===== config.mk =====
export PLATFORM = sky130hd
export DESIGN_NAME = dispense_stepper_sequencer
export DESIGN_NICKNAME = d
export VERILOG_FILES = /design/src/rtl/dss_pkg.sv /design/src/rtl/dss_first_slot.sv /design/src/rtl/dss_cfg_regs.sv /design/src/rtl/dss_core.sv /design/src/rtl/dispense_stepper_sequencer.sv
export SDC_FILE = /design/constraint.sdc
export NUM_CORES = 1
export LEC_CHECK = 0
export ABC_AREA = 1
export BUFFER_PORTS_ARGS = -buffer_cell sky130_fd_sc_hd__buf_2
export CAP_MARGIN = 20
export CELL_PAD_IN_SITES_DETAIL_PLACEMENT = 0
export CELL_PAD_IN_SITES_GLOBAL_PLACEMENT = 1
export CORE_AREA = 2 2 188 190
export DETAILED_ROUTE_END_ITERATION = 8
export DIE_AREA = 0 0 190 192
export GPL_TIMING_DRIVEN = 0
export PLACE_DENSITY_LB_ADDON = 0.1
export SYNTH_ARGS = -nofsm -noshare
export SYNTH_HDL_FRONTEND = slang
export SYNTH_HIERARCHICAL = 1
export SYNTH_SLANG_ARGS = --single-unit

===== constraint.sdc =====
create_clock -name clk -period 7.2 [get_ports clk]
set_input_delay 1.8 -clock clk [delete_from_list [all_inputs] [get_ports clk]]
set_output_delay 1.8 -clock clk [all_outputs]
set_load 0.01 [all_outputs]

===== src/rtl/dss_pkg.sv =====
// shared types, constants and tables for the dispense stepper sequencer
// no dependencies
package dss_pkg;

  localparam int MAX_SLOTS     = 8;
  localparam int NUM_SLOTS_DEF = 8;
  localparam int SLOT_BITS     = 3;
  localparam int COUNT_BITS    = 4;
  localparam int WIDTH_BITS    = 12;
  localparam int SPS_BITS      = 8;
  localparam int STEP_BITS     = 11;
  localparam int TOTAL_BITS    = 7;
  localparam int STAGE_BITS    = 4;
  localparam int OP_BITS       = 3;
  localparam int CFG_IDX_BITS  = 3;

  typedef enum logic [OP_BITS-1:0] {
    OP_START       = 3'd0,
    OP_REFILL_SEL  = 3'd1,
    OP_REFILL_DONE = 3'd2,
    OP_STAGE_TICK  = 3'd3,
    OP_STEP_TICK   = 3'd4,
    OP_SERVO_TICK  = 3'd5,
    OP_PILL_SEEN   = 3'd6
  } op_t;

  localparam logic [STAGE_BITS-1:0] STAGE_IDLE   = 4'd1;
  localparam logic [STAGE_BITS-1:0] STAGE_SELECT = 4'd2;
  localparam logic [STAGE_BITS-1:0] STAGE_MOVE   = 4'd3;
  localparam logic [STAGE_BITS-1:0] STAGE_LIFT   = 4'd4;
  localparam logic [STAGE_BITS-1:0] STAGE_SERVO  = 4'd5;
  localparam logic [STAGE_BITS-1:0] STAGE_SETTLE = 4'd6;
  localparam logic [STAGE_BITS-1:0] STAGE_LOWER  = 4'd7;
  localparam logic [STAGE_BITS-1:0] STAGE_RETURN = 4'd8;
  localparam logic [STAGE_BITS-1:0] STAGE_FINISH = 4'd9;

  localparam int ARM_STAGE = 0;
  localparam int ARM_STEP  = 1;
  localparam int ARM_SERVO = 2;

  localparam logic [CFG_IDX_BITS-1:0] CFG_STEPS_PER_SLOT  = 3'd0;
  localparam logic [CFG_IDX_BITS-1:0] CFG_LIFT_UP_WIDTH   = 3'd1;
  localparam logic [CFG_IDX_BITS-1:0] CFG_LIFT_DOWN_WIDTH = 3'd2;
  localparam logic [CFG_IDX_BITS-1:0] CFG_GATE_ALIGN      = 3'd3;
  localparam logic [CFG_IDX_BITS-1:0] CFG_GATE_REST       = 3'd4;

  localparam logic [SPS_BITS-1:0]   STEPS_PER_SLOT_RST = 8'd25;
  localparam logic [WIDTH_BITS-1:0] LIFT_UP_RST        = 12'd2500;
  localparam logic [WIDTH_BITS-1:0] LIFT_DOWN_RST      = 12'd1700;
  localparam logic [WIDTH_BITS-1:0] GATE_ALIGN_RST     = 12'd1000;
  localparam logic [WIDTH_BITS-1:0] GATE_REST_RST      = 12'd1900;

  localparam logic [3:0] COIL_TABLE [4] = '{4'hE, 4'hB, 4'hD, 4'h7};

  typedef struct packed {
    logic [SPS_BITS-1:0]   steps_per_slot;
    logic [WIDTH_BITS-1:0] lift_up_width;
    logic [WIDTH_BITS-1:0] lift_down_width;
    logic [WIDTH_BITS-1:0] gate_align_width;
    logic [WIDTH_BITS-1:0] gate_rest_width;
  } cfg_t;

  typedef struct packed {
    logic [3:0]            coil_pattern;
    logic [WIDTH_BITS-1:0] gate_width;
    logic [WIDTH_BITS-1:0] lift_width;
    logic [STAGE_BITS-1:0] stage_now;
    logic                  stage_timer_on;
    logic                  step_timer_on;
    logic                  servo_timer_on;
    logic [TOTAL_BITS-1:0] pills_left;
    logic [SLOT_BITS-1:0]  slot_now;
    logic                  away_from_home;
  } result_t;

endpackage


===== src/rtl/dss_first_slot.sv =====
// priority encoder: lowest container index with a non-zero count
// depends on dss_pkg
module dss_first_slot #(
  parameter int NUM_SLOTS = dss_pkg::NUM_SLOTS_DEF
) (
  input  logic [dss_pkg::COUNT_BITS-1:0] counts [NUM_SLOTS],
  output logic                           found,
  output logic [dss_pkg::SLOT_BITS-1:0]  index
);

  always_comb begin
    found = 1'b0;
    index = '0;
    for (int i = NUM_SLOTS - 1; i >= 0; i--) begin
      if (counts[i] != '0) begin
        found = 1'b1;
        index = dss_pkg::SLOT_BITS'(i);
      end
    end
  end

endmodule


===== src/rtl/dss_cfg_regs.sv =====
// configuration registers with index decode
// depends on dss_pkg
module dss_cfg_regs (
  input  logic                             clk,
  input  logic                             rst,
  input  logic                             wr_en,
  input  logic [dss_pkg::CFG_IDX_BITS-1:0] wr_index,
  input  logic [dss_pkg::WIDTH_BITS-1:0]   wr_data,
  output dss_pkg::cfg_t                    cfg
);

  always_ff @(posedge clk) begin
    if (rst) begin
      cfg.steps_per_slot   <= dss_pkg::STEPS_PER_SLOT_RST;
      cfg.lift_up_width    <= dss_pkg::LIFT_UP_RST;
      cfg.lift_down_width  <= dss_pkg::LIFT_DOWN_RST;
      cfg.gate_align_width <= dss_pkg::GATE_ALIGN_RST;
      cfg.gate_rest_width  <= dss_pkg::GATE_REST_RST;
    end else if (wr_en) begin
      case (wr_index)
        dss_pkg::CFG_STEPS_PER_SLOT:
          cfg.steps_per_slot <= wr_data[dss_pkg::SPS_BITS-1:0];
        dss_pkg::CFG_LIFT_UP_WIDTH:   cfg.lift_up_width    <= wr_data;
        dss_pkg::CFG_LIFT_DOWN_WIDTH: cfg.lift_down_width  <= wr_data;
        dss_pkg::CFG_GATE_ALIGN:      cfg.gate_align_width <= wr_data;
        dss_pkg::CFG_GATE_REST:       cfg.gate_rest_width  <= wr_data;
        default: ;
      endcase
    end
  end

endmodule


===== src/rtl/dss_core.sv =====
// sequencer state and combinational event update
// depends on dss_pkg and dss_first_slot
module dss_core #(
  parameter int NUM_SLOTS = dss_pkg::NUM_SLOTS_DEF
) (
  input  logic                           clk,
  input  logic                           rst,
  input  logic                           fire,
  input  dss_pkg::cfg_t                  cfg,
  input  logic [dss_pkg::OP_BITS-1:0]    op,
  input  logic [dss_pkg::COUNT_BITS-1:0] count_in [dss_pkg::MAX_SLOTS],
  output dss_pkg::result_t               result
);

  localparam int IDX_BITS = $clog2(NUM_SLOTS);

  logic [dss_pkg::STAGE_BITS-1:0] stage, stage_next;
  logic                           refill_mode, refill_next;
  logic [dss_pkg::SLOT_BITS-1:0]  slot, slot_next;
  logic [dss_pkg::STEP_BITS-1:0]  steps_left, steps_next;
  logic                           turn_back, turn_next;
  logic [1:0]                     phase, phase_next;
  logic                           away, away_next;
  logic                           returning, returning_next;
  logic [dss_pkg::COUNT_BITS-1:0] pills_here, here_next;
  logic [dss_pkg::TOTAL_BITS-1:0] pills_total, total_next;
  logic                           gate_phase, gate_phase_next;
  logic                           pill_flag, flag_next;
  logic [3:0]                     coil, coil_next;
  logic [dss_pkg::WIDTH_BITS-1:0] gate_w, gate_next;
  logic [dss_pkg::WIDTH_BITS-1:0] lift_w, lift_next;
  logic [2:0]                     arms, arms_next;
  logic [dss_pkg::COUNT_BITS-1:0] counts [NUM_SLOTS];
  logic [dss_pkg::COUNT_BITS-1:0] counts_next [NUM_SLOTS];
  logic [dss_pkg::COUNT_BITS-1:0] count_used [NUM_SLOTS];

  logic                          in_found, held_found, busy, do_motion;
  logic [dss_pkg::SLOT_BITS-1:0] in_first, held_first;
  logic [dss_pkg::TOTAL_BITS-1:0] in_sum;

  always_comb begin
    for (int i = 0; i < NUM_SLOTS; i++) begin
      count_used[i] = count_in[i];
    end
  end

  always_comb begin
    in_sum = '0;
    for (int i = 0; i < NUM_SLOTS; i++) begin
      in_sum = in_sum + dss_pkg::TOTAL_BITS'(count_in[i]);
    end
  end

  dss_first_slot #(.NUM_SLOTS(NUM_SLOTS)) u_first_in (
    .counts (count_used),
    .found  (in_found),
    .index  (in_first)
  );

  dss_first_slot #(.NUM_SLOTS(NUM_SLOTS)) u_first_held (
    .counts (counts),
    .found  (held_found),
    .index  (held_first)
  );

  assign busy = (stage != dss_pkg::STAGE_IDLE) || arms[dss_pkg::ARM_STEP] || away;

  always_comb begin
    stage_next      = stage;
    refill_next     = refill_mode;
    slot_next       = slot;
    steps_next      = steps_left;
    turn_next       = turn_back;
    phase_next      = phase;
    away_next       = away;
    returning_next  = returning;
    here_next       = pills_here;
    total_next      = pills_total;
    gate_phase_next = gate_phase;
    flag_next       = pill_flag;
    coil_next       = coil;
    gate_next       = gate_w;
    lift_next       = lift_w;
    arms_next       = arms;
    counts_next     = counts;
    do_motion       = 1'b0;

    case (dss_pkg::op_t'(op))
      dss_pkg::OP_START: begin
        if (!busy && in_found) begin
          counts_next    = count_used;
          total_next     = in_sum;
          refill_next    = 1'b0;
          returning_next = 1'b0;
          stage_next     = dss_pkg::STAGE_SELECT;
          arms_next[dss_pkg::ARM_STAGE] = 1'b1;
        end
      end
      dss_pkg::OP_REFILL_SEL: begin
        if (!busy && in_found) begin
          refill_next = 1'b1;
          slot_next   = in_first;
          do_motion   = 1'b1;
        end
      end
      dss_pkg::OP_REFILL_DONE: begin
        if (refill_mode && away && (stage == dss_pkg::STAGE_IDLE) &&
            !arms[dss_pkg::ARM_STEP]) begin
          do_motion = 1'b1;
        end
      end
      dss_pkg::OP_STAGE_TICK: begin
        if (arms[dss_pkg::ARM_STAGE]) begin
          arms_next[dss_pkg::ARM_STAGE] = 1'b0;
          case (stage)
            dss_pkg::STAGE_SELECT: begin
              if (held_found) begin
                slot_next = held_first;
              end
              stage_next = stage + 4'd1;
              arms_next[dss_pkg::ARM_STAGE] = 1'b1;
            end
            dss_pkg::STAGE_MOVE: begin
              do_motion = 1'b1;
            end
            dss_pkg::STAGE_LIFT: begin
              lift_next  = cfg.lift_up_width;
              here_next  = counts[slot[IDX_BITS-1:0]];
              stage_next = stage + 4'd1;
              arms_next[dss_pkg::ARM_STAGE] = 1'b1;
            end
            dss_pkg::STAGE_SERVO: begin
              arms_next[dss_pkg::ARM_SERVO] = 1'b1;
            end
            dss_pkg::STAGE_SETTLE: begin
              stage_next = stage + 4'd1;
              arms_next[dss_pkg::ARM_STAGE] = 1'b1;
            end
            dss_pkg::STAGE_LOWER: begin
              lift_next  = cfg.lift_down_width;
              stage_next = stage + 4'd1;
              arms_next[dss_pkg::ARM_STAGE] = 1'b1;
            end
            dss_pkg::STAGE_RETURN: begin
              returning_next = 1'b1;
              counts_next[slot[IDX_BITS-1:0]] = '0;
              do_motion = 1'b1;
            end
            dss_pkg::STAGE_FINISH: begin
              if (pills_total != '0) begin
                stage_next = dss_pkg::STAGE_SELECT;
                arms_next[dss_pkg::ARM_STAGE] = 1'b1;
              end else begin
                stage_next = dss_pkg::STAGE_IDLE;
              end
              returning_next = 1'b0;
            end
            default: ;
          endcase
        end
      end
      dss_pkg::OP_STEP_TICK: begin
        if (arms[dss_pkg::ARM_STEP]) begin
          if (steps_left != '0) begin
            phase_next = turn_back ? phase + 2'd3 : phase + 2'd1;
            steps_next = steps_left - 11'd1;
            coil_next  = dss_pkg::COIL_TABLE[phase_next];
          end else begin
            arms_next[dss_pkg::ARM_STEP] = 1'b0;
            away_next = ~away;
            if (!refill_mode) begin
              do_motion = 1'b1;
            end
          end
        end
      end
      dss_pkg::OP_SERVO_TICK: begin
        if (arms[dss_pkg::ARM_SERVO]) begin
          if (!gate_phase) begin
            gate_next       = cfg.gate_align_width;
            gate_phase_next = 1'b1;
          end else begin
            gate_next       = cfg.gate_rest_width;
            gate_phase_next = 1'b0;
            if (pill_flag) begin
              flag_next = 1'b0;
              if (pills_here != '0) begin
                here_next = pills_here - 4'd1;
              end
              if (pills_total != '0) begin
                total_next = pills_total - 7'd1;
              end
              if (here_next == '0) begin
                arms_next[dss_pkg::ARM_SERVO] = 1'b0;
                stage_next = stage + 4'd1;
                arms_next[dss_pkg::ARM_STAGE] = 1'b1;
              end
            end
          end
        end
      end
      dss_pkg::OP_PILL_SEEN: begin
        flag_next = 1'b1;
      end
      default: ;
    endcase

    // carousel move or next stage
    if (do_motion) begin
      if (refill_next || (away_next == returning_next)) begin
        turn_next  = away_next ? ~turn_next : 1'b0;
        steps_next = dss_pkg::STEP_BITS'(slot_next) *
                     dss_pkg::STEP_BITS'(cfg.steps_per_slot);
        arms_next[dss_pkg::ARM_STEP] = 1'b1;
      end else begin
        stage_next = stage_next + 4'd1;
        arms_next[dss_pkg::ARM_STAGE] = 1'b1;
      end
    end
  end

  always_ff @(posedge clk) begin
    if (rst) begin
      stage       <= dss_pkg::STAGE_IDLE;
      refill_mode <= 1'b0;
      slot        <= '0;
      steps_left  <= '0;
      turn_back   <= 1'b0;
      phase       <= '0;
      away        <= 1'b0;
      returning   <= 1'b0;
      pills_here  <= '0;
      pills_total <= '0;
      gate_phase  <= 1'b0;
      pill_flag   <= 1'b0;
      coil        <= '0;
      gate_w      <= dss_pkg::GATE_REST_RST;
      lift_w      <= dss_pkg::LIFT_DOWN_RST;
      arms        <= '0;
      for (int i = 0; i < NUM_SLOTS; i++) begin
        counts[i] <= '0;
      end
    end else if (fire) begin
      stage       <= stage_next;
      refill_mode <= refill_next;
      slot        <= slot_next;
      steps_left  <= steps_next;
      turn_back   <= turn_next;
      phase       <= phase_next;
      away        <= away_next;
      returning   <= returning_next;
      pills_here  <= here_next;
      pills_total <= total_next;
      gate_phase  <= gate_phase_next;
      pill_flag   <= flag_next;
      coil        <= coil_next;
      gate_w      <= gate_next;
      lift_w      <= lift_next;
      arms        <= arms_next;
      counts      <= counts_next;
    end
  end

  always_comb begin
    result.coil_pattern   = coil_next;
    result.gate_width     = gate_next;
    result.lift_width     = lift_next;
    result.stage_now      = stage_next;
    result.stage_timer_on = arms_next[dss_pkg::ARM_STAGE];
    result.step_timer_on  = arms_next[dss_pkg::ARM_STEP];
    result.servo_timer_on = arms_next[dss_pkg::ARM_SERVO];
    result.pills_left     = total_next;
    result.slot_now       = slot_next;
    result.away_from_home = away_next;
  end

endmodule


===== src/rtl/dispense_stepper_sequencer.sv =====
// top level of the dispense stepper sequencer: input register, core, result register
// depends on dss_pkg, dss_cfg_regs and dss_core
//
// usage:
//   event channel: opcode plus eight container counts, item_valid / item_stall;
//   a transaction happens when item_valid is high and item_stall is low
//   result channel: one result per event, result_valid / result_stall; the
//   result shows the sequencer state right after the event
//   config channel: cfg_valid / cfg_ready with cfg_index and cfg_data;
//   cfg_ready is always high, write only while the block is idle
//   pipeline: the event is held in the input register; its result is loaded into
//   the result register, raising result_valid, once that register is empty or taken;
//   throughput one event per cycle while result_stall is low, set by the combinational
//   update; a new event is taken while a result still waits in the result register
//   reset: synchronous, clears both registers' valid flags, the sequence state
//   and the container counts, and loads the configuration defaults
//   when result_stall is high the result register holds; once the input
//   register is also full, item_stall rises until the result is taken
module dispense_stepper_sequencer #(
  parameter int NUM_SLOTS = dss_pkg::NUM_SLOTS_DEF
) (
  input  logic                              clk,
  input  logic                              rst,
  input  logic                              item_valid,
  output logic                              item_stall,
  input  logic [dss_pkg::OP_BITS-1:0]       opcode,
  input  logic [dss_pkg::COUNT_BITS-1:0]    count_a,
  input  logic [dss_pkg::COUNT_BITS-1:0]    count_b,
  input  logic [dss_pkg::COUNT_BITS-1:0]    count_c,
  input  logic [dss_pkg::COUNT_BITS-1:0]    count_d,
  input  logic [dss_pkg::COUNT_BITS-1:0]    count_e,
  input  logic [dss_pkg::COUNT_BITS-1:0]    count_f,
  input  logic [dss_pkg::COUNT_BITS-1:0]    count_g,
  input  logic [dss_pkg::COUNT_BITS-1:0]    count_h,
  output logic                              result_valid,
  input  logic                              result_stall,
  output logic [3:0]                        coil_pattern,
  output logic [dss_pkg::WIDTH_BITS-1:0]    gate_width,
  output logic [dss_pkg::WIDTH_BITS-1:0]    lift_width,
  output logic [dss_pkg::STAGE_BITS-1:0]    stage_now,
  output logic                              stage_timer_on,
  output logic                              step_timer_on,
  output logic                              servo_timer_on,
  output logic [dss_pkg::TOTAL_BITS-1:0]    pills_left,
  output logic [dss_pkg::SLOT_BITS-1:0]     slot_now,
  output logic                              away_from_home,
  input  logic                              cfg_valid,
  output logic                              cfg_ready,
  input  logic [dss_pkg::CFG_IDX_BITS-1:0]  cfg_index,
  input  logic [dss_pkg::WIDTH_BITS-1:0]    cfg_data
);

  logic                           item_full, item_full_next;
  logic [dss_pkg::OP_BITS-1:0]    item_op;
  logic [dss_pkg::COUNT_BITS-1:0] item_counts [dss_pkg::MAX_SLOTS];
  logic                           accept, fire, result_valid_next;
  dss_pkg::cfg_t                  cfg;
  dss_pkg::result_t               core_result, result;

  assign cfg_ready  = 1'b1;
  assign fire       = item_full && (!result_valid || !result_stall);
  assign item_stall = item_full && !fire;
  assign accept     = item_valid && !item_stall;

  assign item_full_next    = accept || (item_full && !fire);
  assign result_valid_next = fire || (result_valid && result_stall);

  always_ff @(posedge clk) begin
    if (rst) begin
      item_full    <= 1'b0;
      result_valid <= 1'b0;
    end else begin
      item_full    <= item_full_next;
      result_valid <= result_valid_next;
    end
  end

  always_ff @(posedge clk) begin
    if (accept) begin
      item_op        <= opcode;
      item_counts[0] <= count_a;
      item_counts[1] <= count_b;
      item_counts[2] <= count_c;
      item_counts[3] <= count_d;
      item_counts[4] <= count_e;
      item_counts[5] <= count_f;
      item_counts[6] <= count_g;
      item_counts[7] <= count_h;
    end
    if (fire) begin
      result <= core_result;
    end
  end

  dss_cfg_regs u_cfg (
    .clk      (clk),
    .rst      (rst),
    .wr_en    (cfg_valid && cfg_ready),
    .wr_index (cfg_index),
    .wr_data  (cfg_data),
    .cfg      (cfg)
  );

  dss_core #(.NUM_SLOTS(NUM_SLOTS)) u_core (
    .clk      (clk),
    .rst      (rst),
    .fire     (fire),
    .cfg      (cfg),
    .op       (item_op),
    .count_in (item_counts),
    .result   (core_result)
  );

  assign coil_pattern   = result.coil_pattern;
  assign gate_width     = result.gate_width;
  assign lift_width     = result.lift_width;
  assign stage_now      = result.stage_now;
  assign stage_timer_on = result.stage_timer_on;
  assign step_timer_on  = result.step_timer_on;
  assign servo_timer_on = result.servo_timer_on;
  assign pills_left     = result.pills_left;
  assign slot_now       = result.slot_now;
  assign away_from_home = result.away_from_home;

endmodule


**After elaboration in Yosys (flattened, before gate mapping)**

Cells that the tools add are included.

- Flip-flop bits (word level): 239
- Input port bits: 55
- Output and inout port bits: 49
- Word-level logic and storage cells: 298

- Add/sub/neg operators: 14
- Multipliers: 1
- Order comparisons: 3
- Equality and inequality tests: 28
- Mux-type cells: 137
- Bitwise gates (word level): 6
- Reduce and logical (&&, ||, !) cells: 59

Operators with widths:

| kind | count |
|---|---|
| 2-to-1 mux 4 bit | 26 |
| 2-to-1 mux 32 bit | 3 |
| nonzero test 4 bit | 17 |
| case mux 32 bit (2 select lines) | 1 |
| 2-to-1 mux 12 bit | 5 |
| 2-to-1 mux 3 bit | 20 |
| 2-to-1 mux 11 bit | 5 |
| 2-to-1 mux 1 bit | 52 |
| adder 7 x 4 -> 7 bit | 6 |
| 2-to-1 mux 7 bit | 5 |
| bitwise AND 32 bit | 1 |
| NOT 32 bit | 1 |
| case mux 12 bit (2 select lines) | 1 |
| == test 4 x 3 -> 1 bit, second input constant | 4 |
| case mux 4 bit (2 select lines) | 2 |
| case mux 7 bit (2 select lines) | 1 |
| binary-select mux 4 bit (select 3 bit) | 1 |
| demux 4 bit (select 3 bit) | 1 |
| == test 3 x 2 -> 1 bit, second input constant | 4 |
| == test 3 bit, second input constant | 4 |
| case mux 1 bit (2 select lines) | 6 |
| case mux 4 bit (3 select lines) | 1 |
| multiplier 3 x 8 -> 11 bit | 1 |
| nonzero test 11 bit | 1 |
| 40 further kinds | 79 |

**Longest topological paths before layout**

Gate-level depths: netlist (run 1).

- Depth in word-level cells: 16
- Depth in mapped cells: 27
- Depth with buffers taken out: 27

**Hierarchy**

The synthesis (run 1) kept the hierarchy.

Modules (own cells, without submodules):

| module | times used | cells each | area an instance (µm²) | seq. area each (µm²) |
|---|---|---|---|---|
| dss_core | 1 | 1185 | 7776.2 | 2001.9 |
| dispense_stepper_sequencer | 1 | 95 | 2534.9 | 2472.4 |
| dss_cfg_regs | 1 | 307 | 2203.4 | 1121.1 |
| dss_first_slot | 2 | 46 | 198.9 | 0.0 |

**Least setup slack after synthesis (run 1)**

No wires, ideal clock.

- Path kind: input port to flip-flop
- Start point: in result_stall
- End point: reg u_core/counts[0] in the netlist's numbering
- Setup time: 0.065 ns
- Arrival time: 5.534 ns
- Data required time: 7.135 ns
- Slack: 1.601 ns
- Cell stages on the path: 10
- Buffers on the path: 2
- Cells stage by stage: a21oi_1 > inv_2 > a21oi_2 > nand4_4 > or2_1 > buf_6 > buf_6 > o22ai_1 > inv_1 > nor2_1

- Word-level cells in the longest chain between the ends: 4

RTL lines:

| what | line | source |
|---|---|---|
| from (decl) | dispense_stepper_sequencer.sv:36 | `input logic result_stall,` |
| zero test 1 bit | dispense_stepper_sequencer.sv:61 | `assign fire = item_full && (!result_valid \|\| !result_stall);` |
| logical OR 1 bit | dispense_stepper_sequencer.sv:61 |  |
| logical AND 1 bit | dispense_stepper_sequencer.sv:61 |  |
| AND reduction 5 bit (no source line) | n/a |  |
| to (signal assigned) | dss_core.sv:260 | `counts <= counts_next;` |
| to (decl) | dss_core.sv:33 | `logic [dss_pkg::COUNT_BITS-1:0] counts [NUM_SLOTS];` |

No other way between the ends.
A chain may end at the register's enable or synchronous reset.

==> summary.txt, run 1 <==
status: finished, final reports clean
count of state elements after synthesis: 239
clk slew on worst S/H paths: 0.06 ns
Int Power: 2.563 mW
share of cells above drive strength 1: 12.07%
cell area after layout: 15050 um2
average wire per standard cell: 17.03 um
mean post-synth cell area: 7.691 um2
# setup viols final: 0
post-DP HPWL: 30.36 mm
RSZ-0062 raised after global routing: no
# Post-CTS Setup Buffers: 0
Detailed Route Iter0 Violations: 735
Critical Path RT: 7.66 ns
Clock Latency Late Sink: 0.56 ns
sequential fraction of the synthesis area: 43.33%
GPL Wtd Cong: 0.8914
Layout Nets: 1930
Post-synth top cells: nand2_1, inv_1, nor2_1, dfxtp_1, nand3_1
vias: 11200
Hold WC Path Type: reg -> reg
Synth top area share: 24.50%
first-pass GRT wire length: 60.78 mm
Slew Limit Fails: 0
Setup CP Type: reg -> reg
antenna-violating nets left: 0
maximum number of pins on one net before global-route repair: 26
largest area contributor in the netlist: dfxtp_1
Switch Pwr: 0.9902 mW
crit-path max FO: 7
full die area: 36480 um2
DRT Wirelength: 39.07 mm
fin util: 43.89%
Synth Flop Type: dfxtp_1
Gate Count Post-Synth: 1679
Mapped Nets: 1793
Power Total: 3.553 mW
CTS tree: built
Synth async-reset ratio: 0%
Ys Warns: 6
Resize count post-CTS: 0
initial antenna violation count: 0
vias in the first global route: 10780
port bufs: 102
Area growth syn-to-layout: 16.55%
Core Region: 34290 um2
Post-synth EDFFs: 81
Max Cap Viol: 0
fin cells: 2294
clock share of power: 41.6%
Critical Path Start Type: register
Slew @ Worst Pin: 0.8582 ns
Ports: 104
post-synth cell types: 50
Worst VDD drop: 0.0001965 V
final antenna diode count: 0
total global-route track usage: 21.60%
Final Critical Period: 4.808 ns
top post-synthesis cells by area: dfxtp_1, edfxtp_1, nand2_1
Reg power frac: 42.1%
Horiz. Die Dim: 190 um
P_leak: 6.788 nW
WP data arrival: 5.27 ns
1st-pass router iterations: 5
H-tree depth: 1
post-route setup slack: 2.392 ns
placed inst area: 14080 um2
post-DR vias/cell: 4.884
# hold bufs at CTS: 0
CTS Sinks: 239
Final Hold Vio Count: 0
Mapped Area: 12910 um2
Final Cycle Share: 66.78%
DRC: 0
switching part of the total: 27.87%
Max-slew headroom: 42.72%
combinational power share: 16.3%
most common cell in the netlist: nand2_1
Inst Count DP: 2239
DIE HEIGHT: 192 um
worst slack at placement: 2.373 ns
total congestion overflow: 0
fmax: 208.0 MHz
clock buffer depth: 3
CTS root buffer: clkbuf_16
CTS buffer count: 30
row count: 68
pwr/cell area: 236.1 nW/um2
worst-case clock skew: 0.01027 ns
Worst Setup End Kind: register
Initial Util: 37.66%
[power groups by stage]
stage          combinational (mW)  sequential [mW]  clock (mW)
6_report                    0.579             1.49        1.48
5_1_grt                     0.670             1.50        1.58
4_1_cts                     0.584             1.49        1.52
3_5_place_dp                0.576             1.52           0
3_3_place_gp                0.570             1.52           0
2_1_floorplan               0.387             1.52           0
[layout make-up]
class,instances,area [um2]
buffer,58,314.1
clock buffer,39,815.8
clock inverter,16,155.1
fill,3548,19240
inverter,316,1186
multi-input combinational,1066,5828
sequential,239,5595
tap,455,569.3
timing repair buffer,105,585.6
[stage by stage]
step	TNS [ns]	hold slack, ns
after floorplan	0	0.4292
after global placement	-81.74	0.4369
after detailed placement	0	0.4433
after CTS	0	0.4532
after global routing	0	0.4744
final	0	0.4510
[cells in the final DEF, fill, tap and decap left out, types with 7 or more instances in the layout]
master	instances
nor3_1	9
dfxtp_1	158
buf_6	8
edfxtp_1	81
ha_1	29
clkbuf_1	39
clkbuf_16	31
fa_1	30
clkinv_1	7
buf_2	113
nand2_2	9
o211ai_1	19
o21ai_0	79
a32o_1	12
nor2_2	10
nand2_1	346
o31ai_1	7
a21oi_1	91
inv_1	310
o22ai_1	41
nor2_1	201
nand3_1	100
nor2_4	8
nand4_1	10
xor2_1	15
[metal layers]
metal | global-route usage [%] | part of all wire, % | wire, um
met2 | 34.10 | 44 | 17120
met5 | 0 | 0 | 0
met3 | 3.325 | 4.4 | 1730
met1 | 30.78 | 49 | 19190
met4 | 5.784 | 2.6 | 1032
[path summary, 6_finish.rpt]
check | start | to | slack [ns] | cells after the start
setup reg to reg | item_counts[15] | u_core/steps_left[8] | 2.39 | 21
setup / recovery | item_counts[15] | u_core/steps_left[8] | 2.39 | 21
hold / removal | u_core/pill_flag | u_core/pill_flag | 0.45 | 2
hold reg to reg | u_core/pill_flag | u_core/pill_flag | 0.45 | 2
[sequential cells by signal, indices dropped and copies added (netlist names), 4 cells and up]
register,flops
u_core/stage,4
lift_width,12
u_core/coil,4
u_core/pills_here,4
u_core/steps_left,11
u_core/lift_w,12
u_cfg/cfg,56
gate_width,12
u_core/gate_w,12
u_core/counts,32
item_counts,32
u_core/pills_total,7
pills_left,7
stage_now,4
coil_pattern,4
[kinds of logic after synthesis]
| kind of cell | share of synthesized area (%) |
|---|---|
| buffers and inverters | 11.62 |
| AND/OR/NAND/NOR | 23.28 |
| AO/OA/AOI/OAI | 13.05 |
| XOR/XNOR | 1.221 |
| flip-flops | 43.33 |
| adder cells (fa/ha/maj) | 7.461 |
| other | 0.02904 |
[critical path, cell delays in order, from the launching register on]
cell and delay [ns]:
edfxtp_1 0.46, nor2_1 0.12, nor3b_2 0.28, nand2_1 0.09, nor2_1 0.17, nand3_1 0.09, inv_1 0.06, nor2_1 0.05
nand4_1 0.20, o21ai_0 0.12, a21oi_1 0.46, inv_1 0.31, nand2_1 0.16, fa_1 0.47, fa_1 0.48, o21ai_0 0.32
a21oi_1 0.11, o21bai_1 0.20, xor2_1 0.29, o211ai_1 0.14, nand2_1 0.09, inv_1 0.03
No activity file was read; power rests on OpenSTA's default activity.
==> run 2, diff against run 1 <==
clock period = 4.4 ns   (was 7.2 ns; I/O delays follow)
==> summary.txt, run 2 (synthesis gave the netlist of run 1 again) <==
status: finished, final reports clean
grt peak-use layer: met2
clock buffer depth: 3 (unchanged)
Hold WC Path Type: reg -> reg
terminus of the critical flop-to-flop path: u_core/pills_total[5]
clock share of power: 41.3% (-0.3 points)
placed inst area: 14080 um2 (unchanged)
CTS Sinks: 239 (unchanged)
Slew @ Worst Pin: 0.7943 ns (-0.06393 ns)
switching part of the total: 27.88% (about the same)
vias: 11240 (+0.31%)
Slew Limit Fails: 0 (unchanged)
worst-case clock skew: 0.01916 ns (+0.008894 ns)
Max-slew headroom: 47.05% (+4.3 points)
Biggest register: u_cfg/cfg
total global-route track usage: 21.36% (-0.25 points)
crit-path max FO: 2 (-5)
Clock Latency Late Sink: 0.55 ns (about the same)
cell area after layout: 15150 um2 (+0.70%)
Max stage delay on crit path: 0.58 ns (+0.10 ns)
fin cells: 2302 (+0.35%)
Inst Count DP: 2239 (unchanged)
worst setup path start: item_counts[7]
Max Cap Viol: 0 (unchanged)
pwr/cell area: 382.4 nW/um2 (+62%)
Hold Path Depth: 2 (unchanged)
worst slack at placement: -0.4249 ns (-2.798 ns)
Buf+Inv Stages, Crit Path: 5 (+2)
Top Family by Delay on Critical Path: adder cells
WHS: 0.4519 ns (+0.0008580 ns)
Power Total: 5.795 mW (+63%)
Int Power: 4.179 mW (+63%)
clk slew on worst S/H paths: 0.06 ns (about the same)
Largest regs: u_cfg/cfg: 56 flops, item_counts: 32 flops, u_core/counts: 32 flops
R2R Path Start: item_counts[7]
routing usage on met1: 30.95% (+0.17 points)
most frequent cells in the layout: nand2_1, inv_1, nor2_1
Critical Path Start Type: register
met2 Usage GRT: 33.73% (-0.36 points)
H-tree depth: 1 (unchanged)
full die area: 36480 um2 (unchanged)
Setup CP Type: reg -> reg
commonest non-fill, non-tap cell in the layout: nand2_1
Detailed Route Iter0 Violations: 709 (-3.5%)
Layout Nets: 1938 (+0.41%)
Reg power frac: 42.2% (about the same)
slowest CP cell: fa_1
port bufs: 102 (unchanged)
Core Region: 34290 um2 (unchanged)
Final Critical Period: 4.229 ns (-0.5792 ns)
DRT Wirelength: 38.72 mm (-0.88%)
hold endpoint: u_core/pill_flag
R2R depth: 15 (-29%)
1st-pass router iterations: 8 (+3)
P_leak: 6.820 nW (+0.47%)
max reg flops: 56 (unchanged)
row count: 68 (unchanged)
share of cells above drive strength 1: 13.06% (+0.98 points)
combinational power share: 16.5% (+0.2 points)
post-DP HPWL: 30.08 mm (-0.90%)
average wire per standard cell: 16.82 um (-1.2%)
hold_sp: u_core/pill_flag
post-DR vias/cell: 4.882 (about the same)
Initial Util: 37.66% (unchanged)
WP data arrival: 4.67 ns (-0.60 ns)
# setup viols final: 0 (unchanged)
CTS root buffer: clkbuf_16
antenna-violating nets left: 0 (unchanged)
Most common cell on crit path: inv_1
Reg2Reg Setup Slack: 0.17 ns (-2.22 ns)
initial antenna violation count: 1 (+1)
CTS tree: built
post-route setup slack: 0.1708 ns (-2.221 ns)
first-pass GRT wire length: 60.29 mm (-0.79%)
Worst Setup End Kind: register
Switch Pwr: 1.616 mW (+63%)
met3 Usage GRT: 2.814% (-0.51 points)
DRC: 0 (unchanged)
GPL Wtd Cong: 0.9085 (+1.9%)
DIE HEIGHT: 192 um (unchanged)
Critical Path RT: 4.84 ns (-2.82 ns)
Final Hold Vio Count: 0 (unchanged)
Final Cycle Share: 96.12% (+29 points)
CP Cell Sequence: inv_1 > fa_1 > fa_1 > inv_1 > fa_1 > inv_1 > fa_1 > inv_1 > ha_1 > a21o_1 > a21oi_1 > xor2_1 > o221ai_1 > o21ai_0 > inv_1
Ports: 104 (unchanged)
maximum number of pins on one net before global-route repair: 27 (+3.8%)
CTS buffer count: 29 (-3.3%)
Worst VDD drop: 0.0002818 V (+43%)
fmax: 236.5 MHz (+14%)
fin util: 44.20% (+0.31 points)
total congestion overflow: 0 (unchanged)
Area growth syn-to-layout: 17.36%
Horiz. Die Dim: 190 um (unchanged)
RSZ-0062 raised after global routing: yes
vias in the first global route: 10680 (-0.89%)
Setup TNS: 0 ns (unchanged)
-- run 2: worst max-delay path by stage --
stage	slack, ns	end	cells past startpoint
after floorplan	0.52	u_core/counts[0]	10
after global placement	-1.40	u_core/pills_here[1]	10
after detailed placement	-0.42	u_core/steps_left[8]	21
after CTS	0.02	u_core/steps_left[8]	22
after global routing	-0.03	u_core/steps_left[8]	22
final	0.17	u_core/pills_total[5]	15
-- run 2: power groups by stage --
stage | clock (mW) | combinational [mW] | sequential [mW]
floorplan | 0 | 0.633 | 2.48
global placement | 0 | 0.933 | 2.49
detailed placement | 0 | 0.932 | 2.49
CTS | 2.45 | 0.952 | 2.44
global route | 2.55 | 1.09 | 2.45
finish | 2.39 | 0.956 | 2.44
-- run 2: worst min-delay path: stages (launching register included) --
cell and delay, ns:
dfxtp_1 0.31, inv_1 0.05, a21oi_1 0.05
-- run 2: layer usage --
layer | vias to the layer above | wire length [um]
met5 | - | 0
met4 | 0 | 785
met3 | 53 | 1831
met2 | 253 | 16890
met1 | 5268 | 19210
li1 | 5664 | -
-- run 2: cell type report --
type / instances / area (um2)
buffer: 58 / 314.1
fill: 3488 / 19130
timing repair buffer: 114 / 653.1
clock inverter: 17 / 181.4
multi-input combinational: 1066 / 5888
clock buffer: 36 / 762.0
antenna: 1 / 2.502
inverter: 316 / 1189
sequential: 239 / 5595
tap: 455 / 569.3
-- run 2: what timing repair did --
action,in CTS,in global routing
setup endpoints to repair,4,4
setup buffers,2,7
resized for setup,8,13
pin swaps,1,4
hold buffers,0,0
